--- src/rtl/core/eno_pkg.sv ---
// ----------------------------------------------------------------------------
// eno_pkg
// Types and constants shared by the ENO stencil select core and its checker.
// ----------------------------------------------------------------------------
package eno_pkg;

    localparam int POS_W  = 12;
    localparam int SMP_W  = 32;
    localparam int ORD_W  = 2;
    localparam int D1_W   = SMP_W + 1;   // signed first difference
    localparam int D2_W   = SMP_W + 3;   // signed second difference
    localparam int A1_W   = SMP_W;       // magnitude of a first difference
    localparam int A2_W   = SMP_W + 2;   // magnitude of a second difference

    localparam logic [ORD_W-1:0] REQ_ORDER_RST = 2'd3;

    typedef struct packed {
        logic        [POS_W-1:0] center_pos;
        logic        [POS_W-1:0] low_bound;
        logic        [POS_W-1:0] high_bound;
        logic signed [SMP_W-1:0] sample_m2;
        logic signed [SMP_W-1:0] sample_m1;
        logic signed [SMP_W-1:0] sample_c;
        logic signed [SMP_W-1:0] sample_p1;
        logic signed [SMP_W-1:0] sample_p2;
    } eno_in_t;

    typedef struct packed {
        logic [1:0]       left_shift;
        logic [ORD_W-1:0] order_used;
        logic             bad_window;
    } eno_out_t;

    // Bound checks travel down the pipeline next to the differences
    typedef struct packed {
        logic [ORD_W-1:0] order;
        logic             bad;
        logic             c_eq_lo;    // center == low bound
        logic             c_eq_hi;    // center == high bound
        logic             cm1_eq_lo;  // center - 1 == low bound
        logic             cp1_eq_hi;  // center + 1 == high bound
    } eno_ctl_t;

endpackage

--- src/rtl/core/eno_stencil_select_core.sv ---
// ----------------------------------------------------------------------------
// eno_stencil_select_core
// ENO adaptive stencil selection on a five-sample window with bound limits.
// ----------------------------------------------------------------------------
// Takes one beat per clock; busy stays low and every accepted beat returns
// one result, strobed by result_valid for a single cycle, once the beat has
// passed the four register stages in order: difference formation, magnitude,
// compare, and final shift selection. The receiver cannot stall, so nothing
// ever holds the pipeline.
module eno_stencil_select_core
    import eno_pkg::*;
#(
    parameter int MAX_ORDER = 3,
    parameter int POS_BITS  = 12
)
(
    input  logic                 clk,
    input  logic                 rst_n,
    input  logic                 cfg_wr_en,
    input  logic [ORD_W-1:0]     cfg_wr_data,
    input  logic                 start,
    output logic                 busy,
    input  eno_in_t              item,
    output logic                 result_valid,
    output eno_out_t             result
);

    localparam int PB = (POS_BITS < POS_W) ? POS_BITS : POS_W;
    localparam logic [ORD_W-1:0] MAX_ORD = ORD_W'(MAX_ORDER);

    function automatic logic signed [D2_W-1:0] sx(input logic signed [SMP_W-1:0] v);
        sx = {{(D2_W-SMP_W){v[SMP_W-1]}}, v};
    endfunction

    function automatic logic [D2_W-1:0] mag(input logic signed [D2_W-1:0] v);
        mag = v[D2_W-1] ? D2_W'(-v) : D2_W'(v);
    endfunction

    logic [ORD_W-1:0] req_order_reg;

    always_ff @(posedge clk or negedge rst_n)
    begin
        if (!rst_n)
        begin
            req_order_reg <= REQ_ORDER_RST;
        end
        else if (cfg_wr_en)
        begin
            req_order_reg <= cfg_wr_data;
        end
    end

    assign busy = 1'b0;

    // ---------------- stage 1: bounds and differences ----------------
    logic [PB:0]        c_x, lo_x, hi_x, span;
    logic [ORD_W-1:0]   ord_req;
    logic [2:0]         avail;
    eno_ctl_t           ctl1_next;
    logic signed [D2_W-1:0] d1l_next, d1r_next, d20_next, d21_next, d22_next;

    always_comb
    begin
        c_x  = {1'b0, item.center_pos[PB-1:0]};
        lo_x = {1'b0, item.low_bound[PB-1:0]};
        hi_x = {1'b0, item.high_bound[PB-1:0]};
        span = hi_x - lo_x;
        ord_req = (req_order_reg > MAX_ORD) ? MAX_ORD : req_order_reg;
        avail = {1'b0, span[1:0]} + 3'd1;
        ctl1_next.order = ord_req;
        if (hi_x < lo_x)
        begin
            ctl1_next.order = '0;
        end
        else if (span < (PB+1)'(3) && avail < {1'b0, ord_req})
        begin
            ctl1_next.order = avail[ORD_W-1:0];
        end
        ctl1_next.bad       = (c_x < lo_x) || (c_x > hi_x);
        ctl1_next.c_eq_lo   = (c_x == lo_x);
        ctl1_next.c_eq_hi   = (c_x == hi_x);
        ctl1_next.cm1_eq_lo = (c_x == lo_x + (PB+1)'(1));
        ctl1_next.cp1_eq_hi = (c_x + (PB+1)'(1) == hi_x);

        d1l_next = sx(item.sample_c)  - sx(item.sample_m1);
        d1r_next = sx(item.sample_p1) - sx(item.sample_c);
        d20_next = sx(item.sample_c)  - (sx(item.sample_m1) <<< 1) + sx(item.sample_m2);
        d21_next = sx(item.sample_p1) - (sx(item.sample_c)  <<< 1) + sx(item.sample_m1);
        d22_next = sx(item.sample_p2) - (sx(item.sample_p1) <<< 1) + sx(item.sample_c);
    end

    logic                   v1_reg;
    eno_ctl_t               ctl1_reg;
    logic signed [D1_W-1:0] d1l_reg, d1r_reg;
    logic signed [D2_W-1:0] d20_reg, d21_reg, d22_reg;

    // ---------------- stage 2: magnitudes ----------------
    logic                   v2_reg;
    eno_ctl_t               ctl2_reg;
    logic [A1_W-1:0]        a1l_reg, a1r_reg;
    logic [A2_W-1:0]        a20_reg, a21_reg, a22_reg;
    logic [D2_W-1:0]        m1l, m1r, m20, m21, m22;

    assign m1l = mag(D2_W'(d1l_reg));
    assign m1r = mag(D2_W'(d1r_reg));
    assign m20 = mag(d20_reg);
    assign m21 = mag(d21_reg);
    assign m22 = mag(d22_reg);

    // ---------------- stage 3: compares ----------------
    logic                   v3_reg;
    eno_ctl_t               ctl3_reg;
    logic                   take1_reg;   // first order, left wins
    logic                   take20_reg;  // second order after no shift
    logic                   take21_reg;  // second order after one shift

    // ---------------- stage 4: shift select ----------------
    logic [1:0]             sh1, shift_next;
    logic                   pos_lo, pos_hi, take2;

    always_comb
    begin
        sh1 = 2'd0;
        if (ctl3_reg.c_eq_lo)
        begin
            sh1 = 2'd0;
        end
        else if (ctl3_reg.c_eq_hi || take1_reg)
        begin
            sh1 = 2'd1;
        end
        pos_lo = (sh1 == 2'd0) ? ctl3_reg.c_eq_lo   : ctl3_reg.cm1_eq_lo;
        pos_hi = (sh1 == 2'd0) ? ctl3_reg.cp1_eq_hi : ctl3_reg.c_eq_hi;
        take2  = (sh1 == 2'd0) ? take20_reg : take21_reg;
        shift_next = 2'd0;
        if (!ctl3_reg.bad && ctl3_reg.order >= 2'd2)
        begin
            shift_next = sh1;
            if (ctl3_reg.order == 2'd3 && !pos_lo && (pos_hi || take2))
            begin
                shift_next = sh1 + 2'd1;
            end
        end
    end

    always_ff @(posedge clk or negedge rst_n)
    begin
        if (!rst_n)
        begin
            v1_reg       <= 1'b0;
            v2_reg       <= 1'b0;
            v3_reg       <= 1'b0;
            result_valid <= 1'b0;
        end
        else
        begin
            v1_reg       <= start && !busy;
            v2_reg       <= v1_reg;
            v3_reg       <= v2_reg;
            result_valid <= v3_reg;
        end
    end

    always_ff @(posedge clk)
    begin
        if (start && !busy)
        begin
            ctl1_reg <= ctl1_next;
            d1l_reg  <= d1l_next[D1_W-1:0];
            d1r_reg  <= d1r_next[D1_W-1:0];
            d20_reg  <= d20_next;
            d21_reg  <= d21_next;
            d22_reg  <= d22_next;
        end
        if (v1_reg)
        begin
            ctl2_reg <= ctl1_reg;
            a1l_reg  <= m1l[A1_W-1:0];
            a1r_reg  <= m1r[A1_W-1:0];
            a20_reg  <= m20[A2_W-1:0];
            a21_reg  <= m21[A2_W-1:0];
            a22_reg  <= m22[A2_W-1:0];
        end
        if (v2_reg)
        begin
            ctl3_reg   <= ctl2_reg;
            take1_reg  <= {1'b0, a1l_reg} < {a1r_reg, 1'b0};
            take20_reg <= {1'b0, a21_reg} < {a22_reg, 1'b0};
            take21_reg <= {a20_reg, 1'b0} < {1'b0, a21_reg};
        end
        if (v3_reg)
        begin
            result.left_shift <= shift_next;
            result.order_used <= ctl3_reg.order;
            result.bad_window <= ctl3_reg.bad;
        end
    end

endmodule

--- config.mk ---
export PLATFORM = sky130hd
export DESIGN_NAME = eno_stencil_select_core
export DESIGN_NICKNAME = d
export VERILOG_FILES = /design/src/rtl/core/eno_pkg.sv /design/src/rtl/core/eno_stencil_select_core.sv
export SDC_FILE = /design/constraint.sdc
export NUM_CORES = 1
export LEC_CHECK = 0
export BUFFER_PORTS_ARGS = -buffer_cell sky130_fd_sc_hd__buf_4
export CAP_MARGIN = 20
export CORE_ASPECT_RATIO = 1.75
export CORE_MARGIN = 5
export CORE_UTILIZATION = 50
export DETAILED_ROUTE_END_ITERATION = 10
export PLACE_DENSITY = 0.7
export SKIP_LAST_GASP = 1
export SLEW_MARGIN = 20
export SYNTH_ARGS = -nofsm -noshare
export SYNTH_HDL_FRONTEND = slang
export SYNTH_SLANG_ARGS = --single-unit
export TNS_END_PERCENT = 50
--- constraint.sdc ---
create_clock -name clk -period 4.9 [get_ports clk]
set_input_delay 0.735 -clock clk [delete_from_list [all_inputs] [get_ports clk]]
set_output_delay 0.735 -clock clk [all_outputs]
set_load 0.1 [all_outputs]
# --- After elaboration in Yosys (flattened, before gate mapping) ---
# Cells that the tools add are included.
totals:
  word_cells: 95
  reg_bits: 372
  in_bits: 202
  latchBits: 0
  ramBits: 0
  rom_bits: 0
  mem_count: 0
  output_inout_bits: 7
op_classes:
  eq_ne: 5
  multipliers: 0
  addsub: 18
  n_reduce_logical: 10
  order_cmp: 10
  shift: 0
  n_div: 0
  mux: 13
  n_bitwise: 0
op_table:
  columns: ["cell", "n"]
  rows:
  - ["adder 34 x 32 -> 35 bit", 3]
  - ["two-way mux 34 bit", 3]
  - ["negation 34 bit", 3]
  - ["subtractor 32 x 33 -> 34 bit", 3]
  - ["subtractor 32 x 32 -> 33 bit", 2]
  - ["two-way mux 32 bit", 2]
  - ["negation 32 bit", 2]
  - ["less-than comparator 34 x 35 -> 1 bit", 1]
  - ["less-than comparator 35 x 34 -> 1 bit", 1]
  - ["less-than comparator 32 x 33 -> 1 bit", 1]
  - ["adder 12 x 1 -> 13 bit, second input constant", 2]
  - ["equality test 12 bit", 2]
  - ["less-than comparator 12 bit", 2]
  - ["equality test 12 x 13 -> 1 bit", 1]
  - ["equality test 13 x 12 -> 1 bit", 1]
  - ["less-than comparator 13 x 2 -> 1 bit, second input constant", 1]
  - ["subtractor 12 x 12 -> 13 bit", 1]
  - ["greater-than comparator 12 bit", 1]
  - ["two-way mux 2 bit", 3]
  - ["two-way mux 1 bit", 5]
  - ["logical AND 1 bit", 4]
  - ["adder 2 x 1 -> 3 bit, second input constant", 1]
  - ["logical OR 1 bit", 3]
  - ["less-than comparator 3 x 2 -> 1 bit", 1]
  - ["other kinds (6)", 7]

# --- Longest topological paths before layout ---
depth:
  depth_word: 9
  ltp_mapped: 14
  ltp_nobuf: 13

# --- Least setup slack after synthesis ---
# OpenSTA, ideal clock, no wires.
synth_timing:
  path_kind: "reg-to-reg"
  start: "register v1_reg"
  end: "register a1l_reg[10] (enable)"
  arrival_ns: 3.790
  synth_period_minus_slack_ns: 4.323
  slack_ns: 0.577
  n_path_buf: 0
  path_stages_with_launch: 1
  required_time_ns: 4.367
  path_cell_list: "dfrtp_1"
synth_lines:
  columns: ["element", "line", "rtl"]
  rows:
  - ["start, declared", "eno_stencil_select_core.sv:92", "logic v1_reg;"]
  - ["start signal, assigned", "eno_stencil_select_core.sv:157", "v1_reg <= start && !busy;"]
  - ["end signal, assigned", "eno_stencil_select_core.sv:178", "a1l_reg <= m1l[A1_W-1:0];"]
  - ["end, declared", "eno_stencil_select_core.sv:100", "logic [A1_W-1:0] a1l_reg, a1r_reg;"]
# No word-level cell between the ends.

# --- Worst setup path after layout ---
layout_timing:
  start: "input port item[42] (netlist bit)"
  end: "register d21_reg[31] (data pin)"
layout_via:
  elab_chain_cells: 2
layout_rtl:
  columns: ["element", "line", "rtl"]
  rows:
  - ["start, declared", "eno_stencil_select_core.sv:23", "input eno_in_t item,"]
  - ["subtractor 32 x 33 -> 34 bit", "eno_stencil_select_core.sv:88", "d21_next = sx(item.sample_p1) - (sx(item.sample_c) <<< 1) + sx(item.sample_m1);"]
  - ["adder 34 x 32 -> 35 bit", "eno_stencil_select_core.sv:88", null]
  - ["net d21_next[31]", "eno_stencil_select_core.sv:60", "logic signed [D2_W-1:0] d1l_next, d1r_next, d20_next, d21_next, d22_next;"]
  - ["end signal, assigned", "eno_stencil_select_core.sv:172", "d21_reg <= d21_next;"]
  - ["end, declared", "eno_stencil_select_core.sv:95", "logic signed [D2_W-1:0] d20_reg, d21_reg, d22_reg;"]
# The timed path passes the listed nets, and every way through them passes these cells.
# A chain may end at the register's enable or synchronous reset.

==> results.py <==
metrics = {
    "worst_setup_path": {
        "crit_fanout": 7,
        "critPathRequiredTime_ns": 5.34,
        "critPathBufInv": 4,
        "crit_path_end": "d21_reg[31]$_DFFE_PP_",
        "worst-path-stages": 15,
        "path_delay_family": "compound AO/OA/AOI/OAI gates",
        "endpoint_kind": "flip-flop",
        "rr_startpoint": "d1l_reg[4]$_DFFE_PP_",
        "critPathLaunchType": "input pin",
        "reg2reg_to": "a1l_reg[28]$_DFFE_PP_",
        "slowest_delay_ns": 0.63,
        "r2r_cells": 9,
        "reg2reg_slack_ns": 0.98,
        "startpoint": "item[42]",
        "cp.arrival_ns": 4.36,
        "critical_path.cell_chain": "buf_4, inv_1, fa_1, inv_1, ha_1, a2111oi_0, a21oi_1, nand3_1, o21ai_0, o311ai_0, buf_4, a21oi_1, o21a_1, or4_1, nand4_1",
        "cp_slowest_cell": "a2111oi_0",
        "crit_type": "input pin to flip-flop",
    },
    "synthesis": {
        "synth.top_cells.by_count": "543 x inv_1, 365 x edfxtp_1, 305 x ha_1",
        "netlist_instances": 3023,
        "synth_seq_cells": 371,
        "yosysUniqueCellTypes": 71,
        "ys_seq_area_share_pct": 37.2,
        "synth_top_area_share_pct": 36.7,
        "synthArstFlopShare_pct": 1.62,
        "avgSynthCellArea_um2": 9.87,
        "yosysTopAreaCell": "edfxtp_1",
        "synth_area_um2": 29900,
        "synth-edff-count": 365,
        "synth-main-ff-cell": "edfxtp_1",
        "ys_top_cells_by_area": "edfxtp_1 37%, ha_1 13%, xnor2_1 8.0%",
        "yosys_warnings": 0,
        "synth.most_common_cell": "inv_1",
        "syn-num-nets": 3630,
    },
    "place": {
        "gp_congestion": 0.979,
        "portBuffers": 207,
        "hpwlAfterDp_um": 68800,
        "place_inst": 3996,
    },
    "timing": {
        "finalSetupTns_ns": 0,
        "finalCriticalPeriod_ns": 3.92,
        "worst_pin_slew_ns": 1.29,
        "min_period_over_period_pct": 80.1,
        "clock.fmax_mhz": 255,
        "whs_ns": 0.363,
        "fin_skew_ns": 0.0249,
        "hold_viol": 0,
        "rsz0062_at_grt": "false",
        "setup_viol": 0,
        "slew_viol_final": 0,
        "slew_headroom_pct": 13.6,
    },
    "drt": {
        "first_pass_iters": 6,
        "routed_wire_length_per_instance_um": 20.3,
        "dr.first_iter.drc_count": 1132,
        "drc": 0,
        "drt_wl_total_um": 82400,
        "drt-vias-per-instance": 5.67,
        "via_count": 23042,
        "ant_nets": 0,
    },
    "power": {
        "p_leak_uw": 0.0151,
        "swShare_pct": 34.9,
        "combPwrFrac_pct": 37.0,
        "p_per_area_nw_per_um2": 380,
        "peakVddDrop_v": 0.000301,
        "clock_power_share_pct": 22.5,
        "p_seq_share_pct": 40.5,
        "p_sw_uw": 4470,
        "p_int_uw": 8320,
    },
    "die": {
        "coreArea_um2": 59200,
        "rows": 118,
        "initial_core_util_pct": 50.4,
        "die_w_um": 195,
        "die_area_um2": 64900,
        "pin_count": 209,
        "die_h_um": 333,
    },
    "min_path": {
        "hp-class": "input pin to flip-flop",
    },
    "finish": {
        "fillers": 5084,
        "nets": 3863,
        "area_growth_pct": 12.7,
        "final_cells": 4064,
        "drive_gt1_share_pct": 9.48,
        "post-route-util_pct": 56.8,
    },
    "global_route": {
        "grt_pass1_wl_um": 128000,
        "grt_overflow": 0,
        "grt_usage_pct": 24.8,
        "grt_max_degree": 101,
        "grt_pass1_vias": 23969,
        "antenna_found_initial": 3,
    },
    "clock_tree": {
        "worstSkewPairLatency_ns": 0.57,
        "tritoncts": "yes",
        "ctsRootBufferMaster": "clkbuf_16",
        "clkTransAtPathRegs_ns": 0.07,
        "cts_max_path_buffers": 3,
        "cts_buffers": 37,
        "cts_setup_buffers": 0,
        "htreeDepth": 2,
        "cts_hold_buf": 1,
        "ctsResizeCount": 0,
        "clock_sinks": 371,
    },
    "flow_run": {
        "cap_viol_max_count": 0,
    },
    "outcome": {
        "status": "complete, no violations",
    },
}
how the worst min path moves through the flow:
stage                           from                           end  slack [ns]  cells past startpoint
3_5_place_dp   ctl2_reg[3]$_DFFE_PP_         ctl3_reg[3]$_DFFE_PP_        0.40                      0
6_report                   cfg_wr_en  req_order_reg[1]$_DFFE_PN1P_        0.36                      2
2_1_floorplan  ctl1_reg[0]$_DFFE_PP_         ctl2_reg[0]$_DFFE_PP_        0.40                      0
4_1_cts                    cfg_wr_en  req_order_reg[1]$_DFFE_PN1P_        0.34                      2
5_1_grt                    cfg_wr_en  req_order_reg[1]$_DFFE_PN1P_        0.38                      2
3_3_place_gp   ctl2_reg[3]$_DFFE_PP_         ctl3_reg[3]$_DFFE_PP_        0.40                      0
per-stage QoR:
step	total power, uW	instance area, um^2	worst slack (ns)
global placement	9740	32400	0.528
global route	13600	33600	0.711
floorplan	8400	29900	0.577
CTS	12800	33600	0.951
finish	12800	33600	0.976
detailed placement	9920	32400	0.447
layout by cell type, fill, tap and decap left out, types with 29 or more instances in the layout:
cell	instances
xnor2_1	273
nor2_1	128
nand3_1	51
fa_1	100
nand4_1	34
clkbuf_16	37
or4_1	29
o21ai_0	153
o21a_1	35
nand2b_1	43
nor2b_1	30
xor2_1	56
nand2_1	163
edfxtp_1	365
a21oi_1	172
o31ai_1	58
ha_1	305
buf_4	222
a21o_1	108
nor3_1	43
inv_1	543
kinds of logic (layout without fill, tap and decap cells):
kind of cell | count (synthesis) | in the layout | synth area share [%]
adders and majority gates | 406 | 406 | 19.5
and+or+nand+nor | 618 | 618 | 10.5
AOI/OAI and AO/OA | 716 | 716 | 15.6
muxes | 7 | 7 | 0.243
other | 1 | 4 | 0.0126
DFF | 371 | 371 | 37.2
buffers and inverters | 575 | 833 | 7.24
xor gates and xnor gates | 329 | 329 | 9.65
per-layer routing:
metal,track usage [%],up-vias,share of wire (%)
met3,2.61,197,4.6
met4,12.6,0,5.9
met1,27.7,11059,37
met2,46.4,684,52
met5,0,-,0
li1,-,11102,-
power by group through the flow:
stage                     Sequential [uW]  Combinational [uW]  Clock [uW]
after floorplan                      5040                3360           0
after global placement               5190                4550           0
after detailed placement             5230                4700           0
after CTS                            5170                4740        2940
after global routing                 5260                5300        3050
final                                5170                4740        2880
cell type report:
type | count | area [um^2] | area share, %
multi-input cells | 2077 | 16600 | 49.3
flip-flops and latches | 371 | 11100 | 33.0
inverters | 543 | 2040 | 6.06
repair buffers | 226 | 1730 | 5.14
well taps | 780 | 976 | 2.90
clock buffers | 46 | 960 | 2.85
clock inverters | 18 | 231 | 0.688
diodes | 3 | 7.51 | 0.0223
worst register-to-register path: stages, from the launching register on:
cell	delay, ns
edfxtp_1	0.42
nor4_1	0.35
nand2_1	0.20
or3_1	0.41
or4_4	0.45
or4_4	0.48
or4_1	0.55
or4_4	0.46
o31ai_1	0.25
xnor2_1	0.11
No activity file was read; power rests on OpenSTA's default activity.
